### config.mk
export PLATFORM = sky130hd
export DESIGN_NAME = multichannel_moving_median_top
export DESIGN_NICKNAME = d
export VERILOG_FILES = /design/src/hdl/mmm_pkg.sv /design/src/hdl/mmm_ram.sv /design/src/hdl/mmm_rank.sv /design/src/hdl/multichannel_moving_median_top.sv
export SDC_FILE = /design/constraint.sdc
export NUM_CORES = 2
export LEC_CHECK = 0
export BUFFER_PORTS_ARGS = -buffer_cell sky130_fd_sc_hd__buf_4
export CORE_ASPECT_RATIO = 0.8
export CORE_MARGIN = 2
export CORE_UTILIZATION = 36
export DETAILED_ROUTE_END_ITERATION = 7
export PLACE_DENSITY = 0.54
export SLEW_MARGIN = 25
export SYNTH_ARGS = -nofsm -noshare
export SYNTH_HDL_FRONTEND = slang
export SYNTH_SLANG_ARGS = --single-unit
export TNS_END_PERCENT = 10
### constraint.sdc
create_clock -name clk -period 3.9 [get_ports clk]
set_input_delay 0 -clock clk [delete_from_list [all_inputs] [get_ports clk]]
set_output_delay 0 -clock clk [all_outputs]
set_load 0.05 [all_outputs]
### src/hdl/mmm_pkg.sv
// Shared package of the multichannel moving median block.
// Holds sizes, derived widths, payload types, the sequencer state type and the
// control struct of the rank unit. Depends on nothing.
package mmm_pkg;

  localparam int WINDOW_SIZE  = 16;
  localparam int NUM_CHANNELS = 6;

  localparam int SAMPLE_W  = 16;
  localparam int CHANNEL_W = 3;
  localparam int FILL_W    = $clog2(WINDOW_SIZE + 1);
  localparam int IDX_W     = (WINDOW_SIZE > 1) ? $clog2(WINDOW_SIZE) : 1;
  localparam int CH_W      = (NUM_CHANNELS > 1) ? $clog2(NUM_CHANNELS) : 1;
  localparam int DEPTH     = NUM_CHANNELS * WINDOW_SIZE;
  localparam int ADDR_W    = (DEPTH > 1) ? $clog2(DEPTH) : 1;

  typedef logic signed [SAMPLE_W-1:0] sample_t;
  typedef logic [CHANNEL_W-1:0]       chan_out_t;
  typedef logic [FILL_W-1:0]          fill_t;
  typedef logic [IDX_W-1:0]           idx_t;
  typedef logic [CH_W-1:0]            ch_t;
  typedef logic [ADDR_W-1:0]          addr_t;

  typedef enum logic [2:0] {
    ST_IDLE,
    ST_CAND,
    ST_LOAD,
    ST_SCAN,
    ST_CHECK,
    ST_DONE
  } state_t;

  // Control of the shared rank unit, driven by the sequencer.
  typedef struct packed {
    logic clear;        // start a new rank count
    logic acc;          // compare the current window entry against the candidate
    logic before_self;  // the current entry sits before the candidate in the window
  } rank_ctl_t;

endpackage

### src/hdl/mmm_ram.sv
// Generic simple dual-port RAM with one write port and one registered read port.
// Self-contained; used for the per-channel sample windows.
module mmm_ram #(
  parameter int WIDTH = 16,
  parameter int DEPTH = 96
) (
  input  logic                                     clk,
  input  logic                                     wr_en,
  input  logic [((DEPTH > 1) ? $clog2(DEPTH) : 1)-1:0] wr_addr,
  input  logic [WIDTH-1:0]                         wr_data,
  input  logic [((DEPTH > 1) ? $clog2(DEPTH) : 1)-1:0] rd_addr,
  output logic [WIDTH-1:0]                         rd_data
);

  logic [WIDTH-1:0] mem [DEPTH];

  always_ff @(posedge clk) begin
    if (wr_en) begin
      mem[wr_addr] <= wr_data;
    end
    rd_data <= mem[rd_addr];
  end

endmodule

### src/hdl/mmm_rank.sv
// Shared rank unit: one signed comparator and a counter that tallies how many
// window entries order before the candidate. Uses mmm_pkg types.
module mmm_rank (
  input  logic               clk,
  input  mmm_pkg::rank_ctl_t ctl,
  input  mmm_pkg::sample_t   cand,
  input  mmm_pkg::sample_t   entry,
  output mmm_pkg::idx_t      count
);

  logic hit;

  // Ties are broken by window position so exactly one entry has each rank.
  assign hit = (entry < cand) || ((entry == cand) && ctl.before_self);

  always_ff @(posedge clk) begin
    if (ctl.clear) begin
      count <= '0;
    end else if (ctl.acc) begin
      count <= count + mmm_pkg::idx_t'(hit);
    end
  end

endmodule

### src/hdl/multichannel_moving_median_top.sv
// Top level of the multichannel moving median block.
// Depends on mmm_pkg, mmm_ram (window storage) and mmm_rank (shared comparator).
//
// Usage: signed 16-bit samples enter on the input channel (sample, in_valid,
// in_stall) in fixed round-robin channel order 0 .. NUM_CHANNELS-1. For every
// sample one result leaves on the output channel (median, channel,
// last_channel, fill, out_valid, out_stall). The median is the entry at index
// fill/2 of the channel's window in ascending order, i.e. the upper median for
// an even fill. The write slot and fill count advance after the last channel.
// Timing: the block takes one sample at a time. After the transfer the sample
// is written to the window RAM, then candidates are tried in window order; each
// candidate passes through the states CAND (read), LOAD (load), SCAN (fill
// compares through the single comparator) and CHECK. Once one of the fill
// candidates is found to be the median, the result goes into the output
// register as soon as it is free and the sequencer returns to idle to take the
// next sample. The single read port of the window RAM and the single comparator
// set the time per sample.
// Reset clears the channel counter, write slot, fill count, sequencer and
// output valid, and the input stalls while reset is high; window contents are
// never read before being written.
// While the receiver stalls, the result holds in the output register; the block
// still accepts the next sample and computes it, and only waits at the end if
// the earlier result has not yet been taken.
module multichannel_moving_median_top (
  input  logic                 clk,
  input  logic                 rst,
  input  mmm_pkg::sample_t     sample,
  input  logic                 in_valid,
  output logic                 in_stall,
  output mmm_pkg::sample_t     median,
  output mmm_pkg::chan_out_t   channel,
  output logic                 last_channel,
  output mmm_pkg::fill_t       fill,
  output logic                 out_valid,
  input  logic                 out_stall
);

  // Sequencer and position state.
  mmm_pkg::state_t state;
  mmm_pkg::state_t state_next;
  mmm_pkg::ch_t    ch_cnt;
  mmm_pkg::idx_t   slot;
  mmm_pkg::fill_t  fill_cnt;

  // Per-sample working registers.
  mmm_pkg::ch_t     cur_ch;
  logic             cur_last;
  mmm_pkg::addr_t   cur_base;
  mmm_pkg::fill_t   cur_n;
  mmm_pkg::idx_t    cand_i;
  mmm_pkg::idx_t    scan_j;
  mmm_pkg::sample_t cand;

  // Window RAM and rank unit connections.
  mmm_pkg::addr_t       wr_addr;
  mmm_pkg::addr_t       rd_addr;
  logic [mmm_pkg::SAMPLE_W-1:0] rd_data;
  mmm_pkg::rank_ctl_t   rank_ctl;
  mmm_pkg::idx_t        rank_count;

  logic           accept;
  logic           scan_last;
  logic           found;
  logic           out_free;
  logic           ch_is_last;
  mmm_pkg::fill_t n_new;
  mmm_pkg::addr_t base_new;

  assign in_stall   = rst || (state != mmm_pkg::ST_IDLE);
  assign accept     = in_valid && !in_stall;
  assign out_free   = !out_valid || !out_stall;
  assign ch_is_last = (ch_cnt == mmm_pkg::ch_t'(mmm_pkg::NUM_CHANNELS - 1));

  // Fill count after this sample, saturating at the window size.
  assign n_new = (fill_cnt < mmm_pkg::fill_t'(mmm_pkg::WINDOW_SIZE)) ?
                 fill_cnt + mmm_pkg::fill_t'(1) : mmm_pkg::fill_t'(mmm_pkg::WINDOW_SIZE);
  assign base_new = mmm_pkg::addr_t'(ch_cnt) * mmm_pkg::addr_t'(mmm_pkg::WINDOW_SIZE);
  assign wr_addr  = base_new + mmm_pkg::addr_t'(slot);

  assign scan_last = (mmm_pkg::fill_t'(scan_j) == cur_n - mmm_pkg::fill_t'(1));
  assign found     = (mmm_pkg::fill_t'(rank_count) == (cur_n >> 1));

  always_comb begin
    state_next           = state;
    rd_addr              = cur_base;
    rank_ctl.clear       = 1'b0;
    rank_ctl.acc         = 1'b0;
    rank_ctl.before_self = 1'b0;
    case (state)
      mmm_pkg::ST_IDLE: begin
        if (accept) begin
          state_next = mmm_pkg::ST_CAND;
        end
      end
      mmm_pkg::ST_CAND: begin
        rd_addr    = cur_base + mmm_pkg::addr_t'(cand_i);
        state_next = mmm_pkg::ST_LOAD;
      end
      mmm_pkg::ST_LOAD: begin
        // Candidate arrives; start reading the window from entry zero.
        rd_addr        = cur_base;
        rank_ctl.clear = 1'b1;
        state_next     = mmm_pkg::ST_SCAN;
      end
      mmm_pkg::ST_SCAN: begin
        if (!scan_last) begin
          rd_addr = cur_base + mmm_pkg::addr_t'(scan_j) + mmm_pkg::addr_t'(1);
        end
        rank_ctl.acc         = 1'b1;
        rank_ctl.before_self = (scan_j < cand_i);
        if (scan_last) begin
          state_next = mmm_pkg::ST_CHECK;
        end
      end
      mmm_pkg::ST_CHECK: begin
        state_next = found ? mmm_pkg::ST_DONE : mmm_pkg::ST_CAND;
      end
      mmm_pkg::ST_DONE: begin
        if (out_free) begin
          state_next = mmm_pkg::ST_IDLE;
        end
      end
      default: begin
        state_next = mmm_pkg::ST_IDLE;
      end
    endcase
  end

  always_ff @(posedge clk) begin
    if (rst) begin
      state <= mmm_pkg::ST_IDLE;
    end else begin
      state <= state_next;
    end
  end

  // Channel counter advances per accepted sample; write slot and fill count after the last channel.
  always_ff @(posedge clk) begin
    if (rst) begin
      ch_cnt   <= '0;
      slot     <= '0;
      fill_cnt <= '0;
    end else if (accept) begin
      if (ch_is_last) begin
        ch_cnt   <= '0;
        fill_cnt <= n_new;
        if (slot == mmm_pkg::idx_t'(mmm_pkg::WINDOW_SIZE - 1)) begin
          slot <= '0;
        end else begin
          slot <= slot + mmm_pkg::idx_t'(1);
        end
      end else begin
        ch_cnt <= ch_cnt + mmm_pkg::ch_t'(1);
      end
    end
  end

  // Working registers of the current sample.
  always_ff @(posedge clk) begin
    if (accept) begin
      cur_ch   <= ch_cnt;
      cur_last <= ch_is_last;
      cur_base <= base_new;
      cur_n    <= n_new;
      cand_i   <= '0;
    end
    if (state == mmm_pkg::ST_LOAD) begin
      cand   <= mmm_pkg::sample_t'(rd_data);
      scan_j <= '0;
    end
    if ((state == mmm_pkg::ST_SCAN) && !scan_last) begin
      scan_j <= scan_j + mmm_pkg::idx_t'(1);
    end
    if ((state == mmm_pkg::ST_CHECK) && !found) begin
      cand_i <= cand_i + mmm_pkg::idx_t'(1);
    end
  end

  // Output register; it holds its result until the receiver takes it.
  always_ff @(posedge clk) begin
    if (rst) begin
      out_valid <= 1'b0;
    end else if ((state == mmm_pkg::ST_DONE) && out_free) begin
      out_valid <= 1'b1;
    end else if (out_valid && !out_stall) begin
      out_valid <= 1'b0;
    end
  end

  always_ff @(posedge clk) begin
    if ((state == mmm_pkg::ST_DONE) && out_free) begin
      median       <= cand;
      channel      <= mmm_pkg::chan_out_t'(cur_ch);
      last_channel <= cur_last;
      fill         <= cur_n;
    end
  end

  mmm_ram #(
    .WIDTH (mmm_pkg::SAMPLE_W),
    .DEPTH (mmm_pkg::DEPTH)
  ) u_window (
    .clk     (clk),
    .wr_en   (accept),
    .wr_addr (wr_addr),
    .wr_data (sample),
    .rd_addr (rd_addr),
    .rd_data (rd_data)
  );

  mmm_rank u_rank (
    .clk   (clk),
    .ctl   (rank_ctl),
    .cand  (cand),
    .entry (mmm_pkg::sample_t'(rd_data)),
    .count (rank_count)
  );

endmodule

; ---- Word-level counts from Yosys, hierarchy flattened
; Memory sizes are Yosys's and may differ from the RTL's. A register that Yosys moved wholly into a read port is not among the register bits.
; Index checks and enable logic that the tools add are counted.
[totals]
register_bits = 78
ramBits = 1536
input_bits = 20
output_inout_bits = 27
wordCells = 85
memories = 1
[mem_list]
columns = name, depth, word_bits, rd, rd_ports_with_merged_regs, write_ports, line_no
row1 = u_window.mem, 96, 16, 1, 1, 1, mmm_ram.sv:15  ; logic [WIDTH-1:0] mem [DEPTH];
[classes]
add_sub_neg = 11
order_cmp = 3
n_eq_ne = 13
n_mux = 20
n_reduce_logical = 21
[ops]
columns = op, count
row1 = 7-bit by 4-bit adder with 7-bit output, 3
row2 = 4-bit two-way mux, 5
row3 = 3-bit one-hot mux with 6 select lines, 1
row4 = 16-bit == test, 1
row5 = 16-bit < comparator, 1
row6 = 3-bit two-way mux, 5
row7 = 7-bit one-hot mux with 2 select lines, 1
row8 = 4-bit by 1-bit adder with 4-bit output (second input constant), 3
row9 = 3-bit == test (second input constant), 3
row10 = 7-bit by 1-bit adder with 7-bit output (second input constant), 1
row11 = 7-bit two-way mux, 1
row12 = 3-bit by 2-bit == test with 1-bit output (second input constant), 2
row13 = 1-bit logical AND, 6
row14 = 2-bit != test (second input constant), 3
row15 = 2-bit nonzero test, 3
row16 = 5-bit by 1-bit adder with 5-bit output (second input constant), 1
row17 = 4-bit by 5-bit == test with 1-bit output, 1
row18 = 1-bit logical NOT, 5
row19 = 5-bit < comparator (second input constant), 1
row20 = 1-bit two-way mux, 5
row21 = 5-bit two-way mux, 1
row22 = 5-bit by 1-bit subtractor with 5-bit output (second input constant), 1
row23 = 4-bit by 1-bit adder with 4-bit output, 1
row24 = 4-bit == test, 1
row25 = 10 further kinds, 12

; ---- Longest topological paths before layout
[logic_depth]
depth_word = 6
depth_mapped = 17

; ---- By module
; From an unflattened synthesis, not the netlist that was laid out.
[unflattened]
hier_cells = 2908
hier_area_um2 = 62832.8
[modules_own_cells]
columns = module, instances, cells_each, area_each_um2, seq_area_each_um2
row1 = mmm_ram, 1, 2614, 59244.3, 46444.5
row2 = multichannel_moving_median_top, 1, 221, 2990.4, 2062.0
row3 = mmm_rank, 1, 73, 598.1, 80.1

; ---- Worst setup path before layout
; No wires, ideal clock.
[synth_path]
path_type = register to register
start = reg cur_n[0]
end = reg u_window.rd_data[9], read port of u_window.mem
arrival_ns = 2.962
required_time_ns = 3.771
path_slack_ns = 0.809
path_stages_with_launch = 17
path_cell_list = edfxtp_1 inv_1 ha_1 nor4bb_1 a22o_1 o211a_4 buf_6 o21ai_4 buf_6 buf_6 buf_6 mux2i_1 nor3_1 a311oi_1 nor2_1 o31ai_1 nand3_1
[synth_via]
elab_chain_len = 4
[synth_rtl]
columns = item, line_no
row1 = start: declaration, multichannel_moving_median_top.sv:49  ; mmm_pkg::fill_t cur_n;
row2 = start signal: assignment, multichannel_moving_median_top.sv:164  ; cur_n <= n_new;
row3 = 5-bit by 1-bit subtractor with 5-bit output, multichannel_moving_median_top.sv:80  ; assign scan_last = (mmm_pkg::fill_t'(scan_j) == cur_n - mmm_pkg::fill_t'(1));
row4 = 4-bit by 5-bit == test with 1-bit output, multichannel_moving_median_top.sv:80
row5 = 7-bit two-way mux, multichannel_moving_median_top.sv:106  ; if (!scan_last) begin
row6 = 7-bit one-hot mux with 2 select lines, multichannel_moving_median_top.sv:89  ; case (state)
row7 = end: declaration, mmm_ram.sv:12  ; output logic [WIDTH-1:0] rd_data
; Every way passes these cells.
; A chain may end at the register's enable or synchronous reset.

; ---- Worst setup path after layout
[layout_path]
start = reg cur_n[1]
end = reg u_window.rd_data[3], read port of u_window.mem
; The elaborated chain is that of the path after synthesis.

==> impl_metrics.csv <==
group,metric,value,unit
status,status,"complete, no violations",
floorplan,coreArea,0.1795,mm²
sta,report.final.setup_viol,0,
worst_setup_path,worst_path_buf_inv,3,
pwr,p_leak,26.00,nW
clock_tree,clock_path_buffers,3,
routing,vias,42650,
grt,vias_in_the_first_global_route,39720,
clock_tree,tritoncts,"done",
worst_setup_path,crit_slowest_cell,"or4_1",
worst_setup_path,crit_end,"u_window.rd_data[3]",
worst_hold_path,timing.hold.worst.class,"in -> reg",
clock_tree,worst_skew_late_latency,810,ps
grt,grt.met1_usage,33.17,%
sta,clock.fmax,0.2596,GHz
worst_setup_path,critical_path.max_fanout,12,
worst_setup_path,endpoint_of_the_lowest_slack_register_to_register_path,"u_window.rd_data[3]",
routing,residual_drc_count,0,
sta,min_period_over_period,98.76,%
synth,synth-edff-count,1594,
sta,unrepaired_setup_endpoints_after_global_routing,"yes",
grt,globalRoute.busiestLayer,"met1",
place,place.detailed.instances,7328,
pwr,power.net_switching,10.30,mW
routing,via_count_normalized_by_instance_count,5.567,
layout,sequential_cell_area,0.04859,mm²
grt,antenna_found_initial,11,
worst_hold_path,hold_path_startpoint,"rst",
floorplan,rows,139,
synth,post-synth-top-count-cell,"edfxtp_1",
grt,grt_use_met3,5.715,%
synth,seq_area_frac_synth,74.72,%
layout,final_non_filler_cells,7662,
layout,final_cell_area,0.07713,mm²
pwr,share_comb_of_total_power,13.3,%
clock_tree,clock_sink_count,1630,
pwr,pwr_density_cell,514.1,mW/mm²
synth,most_frequent_cells_after_synthesis,"edfxtp_1, nand2_1, nand3_1",
synth,mapped_nets,4749,
worst_setup_path,worst-setup-path-type,"reg -> reg",
sta,timing.clock.skew,29.44,ps
sta,worst_slew_pin_slew,1075,ps
floorplan,initial_core_util,36.23,%
pwr,clock_power_share,37.5,%
synth,netlist-cell-type-count,74,
worst_setup_path,critical-path-max-stage-delay,630,ps
clock_tree,cts-buffers-inserted,157,
layout,multiInputGateArea,0.01515,mm²
floorplan,die_h,384.1,µm
routing,initialDrtViolationCount,5428,
layout,finish.utilization,42.97,%
routing,drt_pre_antenna_iters,6,
grt,grt_util_all_layers,21.97,%
place,gpl.final_weighted_congestion,0.8732,
pwr,worst_ir_drop_on_vdd,518.5,µV
routing,final_antenna_net_count,0,
layout,fill_cells,16280,
floorplan,pin_count,47,
synth,synth_flop_cell,"edfxtp_1",
flow_run,timing.max_cap.violations,0,
worst_setup_path,timing.critical_path.from_type,"register",
routing,detail_route.wl_per_cell,27.04,µm
grt,grt_first_pass_wirelength,293.5,mm
layout,num-nets-final,5177,
synth,synth.yosys.warnings,0,
floorplan,die_x,479.2,µm
worst_setup_path,required,4620,ps
grt,gr-usage-met2,31.52,%
synth,postSynthAreaPerCell,13.83,µm²
worst_setup_path,timing.critical_path.cells,"inv_1, ha_1, nor4bb_2, a22o_2, o211a_4, buf_4, or4_4, xor2_1, nand2_2, buf_4, or4_1, o211ai_1",
sta,minimum_setup_slack_in_the_final_design,48.49,ps
synth,syn-instance-count,4703,
grt,grt_start_max_net_pins,97,
worst_setup_path,r2r_slack,50,ps
worst_setup_path,startpoint,"cur_n[1]",
place,place.detailed.hpwl,129.9,mm
layout,drive_gt1_share,16.42,%
synth,cell_taking_the_most_area_after_synthesis,"edfxtp_1",
floorplan,die_area,0.1841,mm²
synth,synth_top_area_share,73.61,%
synth,synth.cell_area,0.06503,mm²
sta,finalWorstPathRequiredPeriod,3852,ps
sta,final_max_slew_viols,0,
synth,yosys_reg_bits,1630,
worst_setup_path,crit_path_end_kind,"register",
clock_tree,clkTransAtPathRegs,60,ps
clock_tree,cts-root-buf,"clkbuf_16",
pwr,swShare,25.98,%
worst_setup_path,critical_path_arrival,4570,ps
synth,post_synth_main_area_contributors,"edfxtp_1, nand2_1, nand3_1, a21oi_1, mux2i_1",
clock_tree,htree_levels,4,
pwr,power.share.sequential,49.2,%
grt,gr_ovfl_total,0,
sta,slew_headroom,28.36,%
worst_setup_path,crit_path_frequent_cell,"buf_4",
routing,wl,207.2,mm
place,placement.io_buffers,46,
worst_setup_path,crit_cells,12,
synth,ys_async_sr_fraction,0,%
sta,post_route_setup_tns,0,ps
place,preCtsSetupSlack,-554.0,ps
worst_setup_path,r2r_path_start,"cur_n[1]",
worst_setup_path,r2r_cells,12,
worst_setup_path,critical_path.top_delay_family,"simple AND/OR/NAND/NOR gates",
layout,area_growth_syn_to_layout,18.61,%
pwr,power.internal,29.35,mW
sta,final_hold_viol_count,0,
place,place_area,0.07138,mm²
==> what timing repair did <==
item / CTS / global route
setup endpoints to repair: 12 / 16
hold buffers: 22 / 0
hold endpoints to repair: 1049 / 0
resized for setup: 12 / 59
pin swaps: 1 / 9
gates cloned: 0 / 5
setup buffers: 11 / 3
==> final cells by class <==
cell class / instances / area share (%)
sequential: 1630 / 62.99
multi-input combinational: 2731 / 19.64
timing repair buffer: 579 / 6.993
clock buffer: 207 / 5.446
tap: 2397 / 3.888
clock inverter: 82 / 0.8727
inverter: 32 / 0.1557
antenna: 4 / 0.01298
==> power by group through the flow <==
stage	Sequential [mW]	Clock, mW	Combinational (mW)
after floorplan	19.8	0	2.50
after global placement	19.9	0	4.96
after detailed placement	19.9	0	4.98
after CTS	19.5	15.1	5.07
after global routing	19.5	15.8	5.61
final	19.5	14.9	5.27
==> worst register-to-register path: cells and delay by family, from the launching register on <==
family	cells	cell delay [ps]
buf+inv	3	480
fa+ha+maj	1	210
compound gates	3	830
xor+xnor	1	270
flops	1	360
simple gates	4	1610
==> cells in the final DEF, fill, tap and decap left out, types with 10 or more instances in the layout <==
cell type and instances:
a31oi_1 81, clkinv_2 24, nor2_2 24, buf_4 475
a22oi_1 81, mux4_2 10, clkbuf_1 45, xor2_1 11
clkinv_1 35, buf_12 61, a211oi_1 70, nor4_1 12
nand3_1 326, nor2_1 130, and3_1 105, o21ai_0 32
edfxtp_1 1594, mux2i_1 106, a21oi_1 252, a311oi_1 91
dfxtp_1 36, a221oi_1 50, clkbuf_16 165, dlygate4sd3_1 22
buf_6 11, nor3_1 33, ha_1 26, nand2_1 1104
inv_1 31, o22ai_1 11
==> cell families (layout without fill, tap and decap cells) <==
logic type                 Yosys count  count (layout)  share of synthesized area, %
adders and majority gates           26              26                        0.5003
xor gates and xnor gates            21              21                        0.2828
other                                0               4                             0
buffers and inverters              342             900                         2.601
DFF                               1630            1630                         74.72
and+or+nand+nor                   1791            1791                         11.75
AOI/OAI and AO/OA                  774             774                         8.124
muxes                              119             119                         2.026
==> routing by layer <==
metal | part of all wire (%) | vias up
li1 | - | 18630
met2 | 43 | 2069
met1 | 45 | 21660
met4 | 2.0 | 8
met5 | 0.021 | -
met3 | 10 | 279
==> flip-flops by register name, summed over array words and instances, names as in the netlist, 5 cells and up <==
register and flops:
cand 16, cur_n 5, fill 5, u_window.rd_data 16, median 16, u_window.mem 1536
fill_cnt 5
==> worst min-delay path by stage <==
stage	slack (ps)	cells after the start	to
final	120	3	state[2]
after floorplan	100	0	u_window.mem[0][0]
after detailed placement	300	3	state[0]
after CTS	50	3	fill_cnt[3]
after global routing	110	3	fill_cnt[2]
after global placement	300	3	state[0]
==> stage by stage <==
step / hold WS, ps / total power, mW
floorplan: 98.87 / 22.26
global placement: 298.0 / 24.84
detailed placement: 298.1 / 24.85
CTS: 54.42 / 39.67
global route: 113.2 / 40.88
finish: 124.8 / 39.65
(Power assumes the default switching activity.)
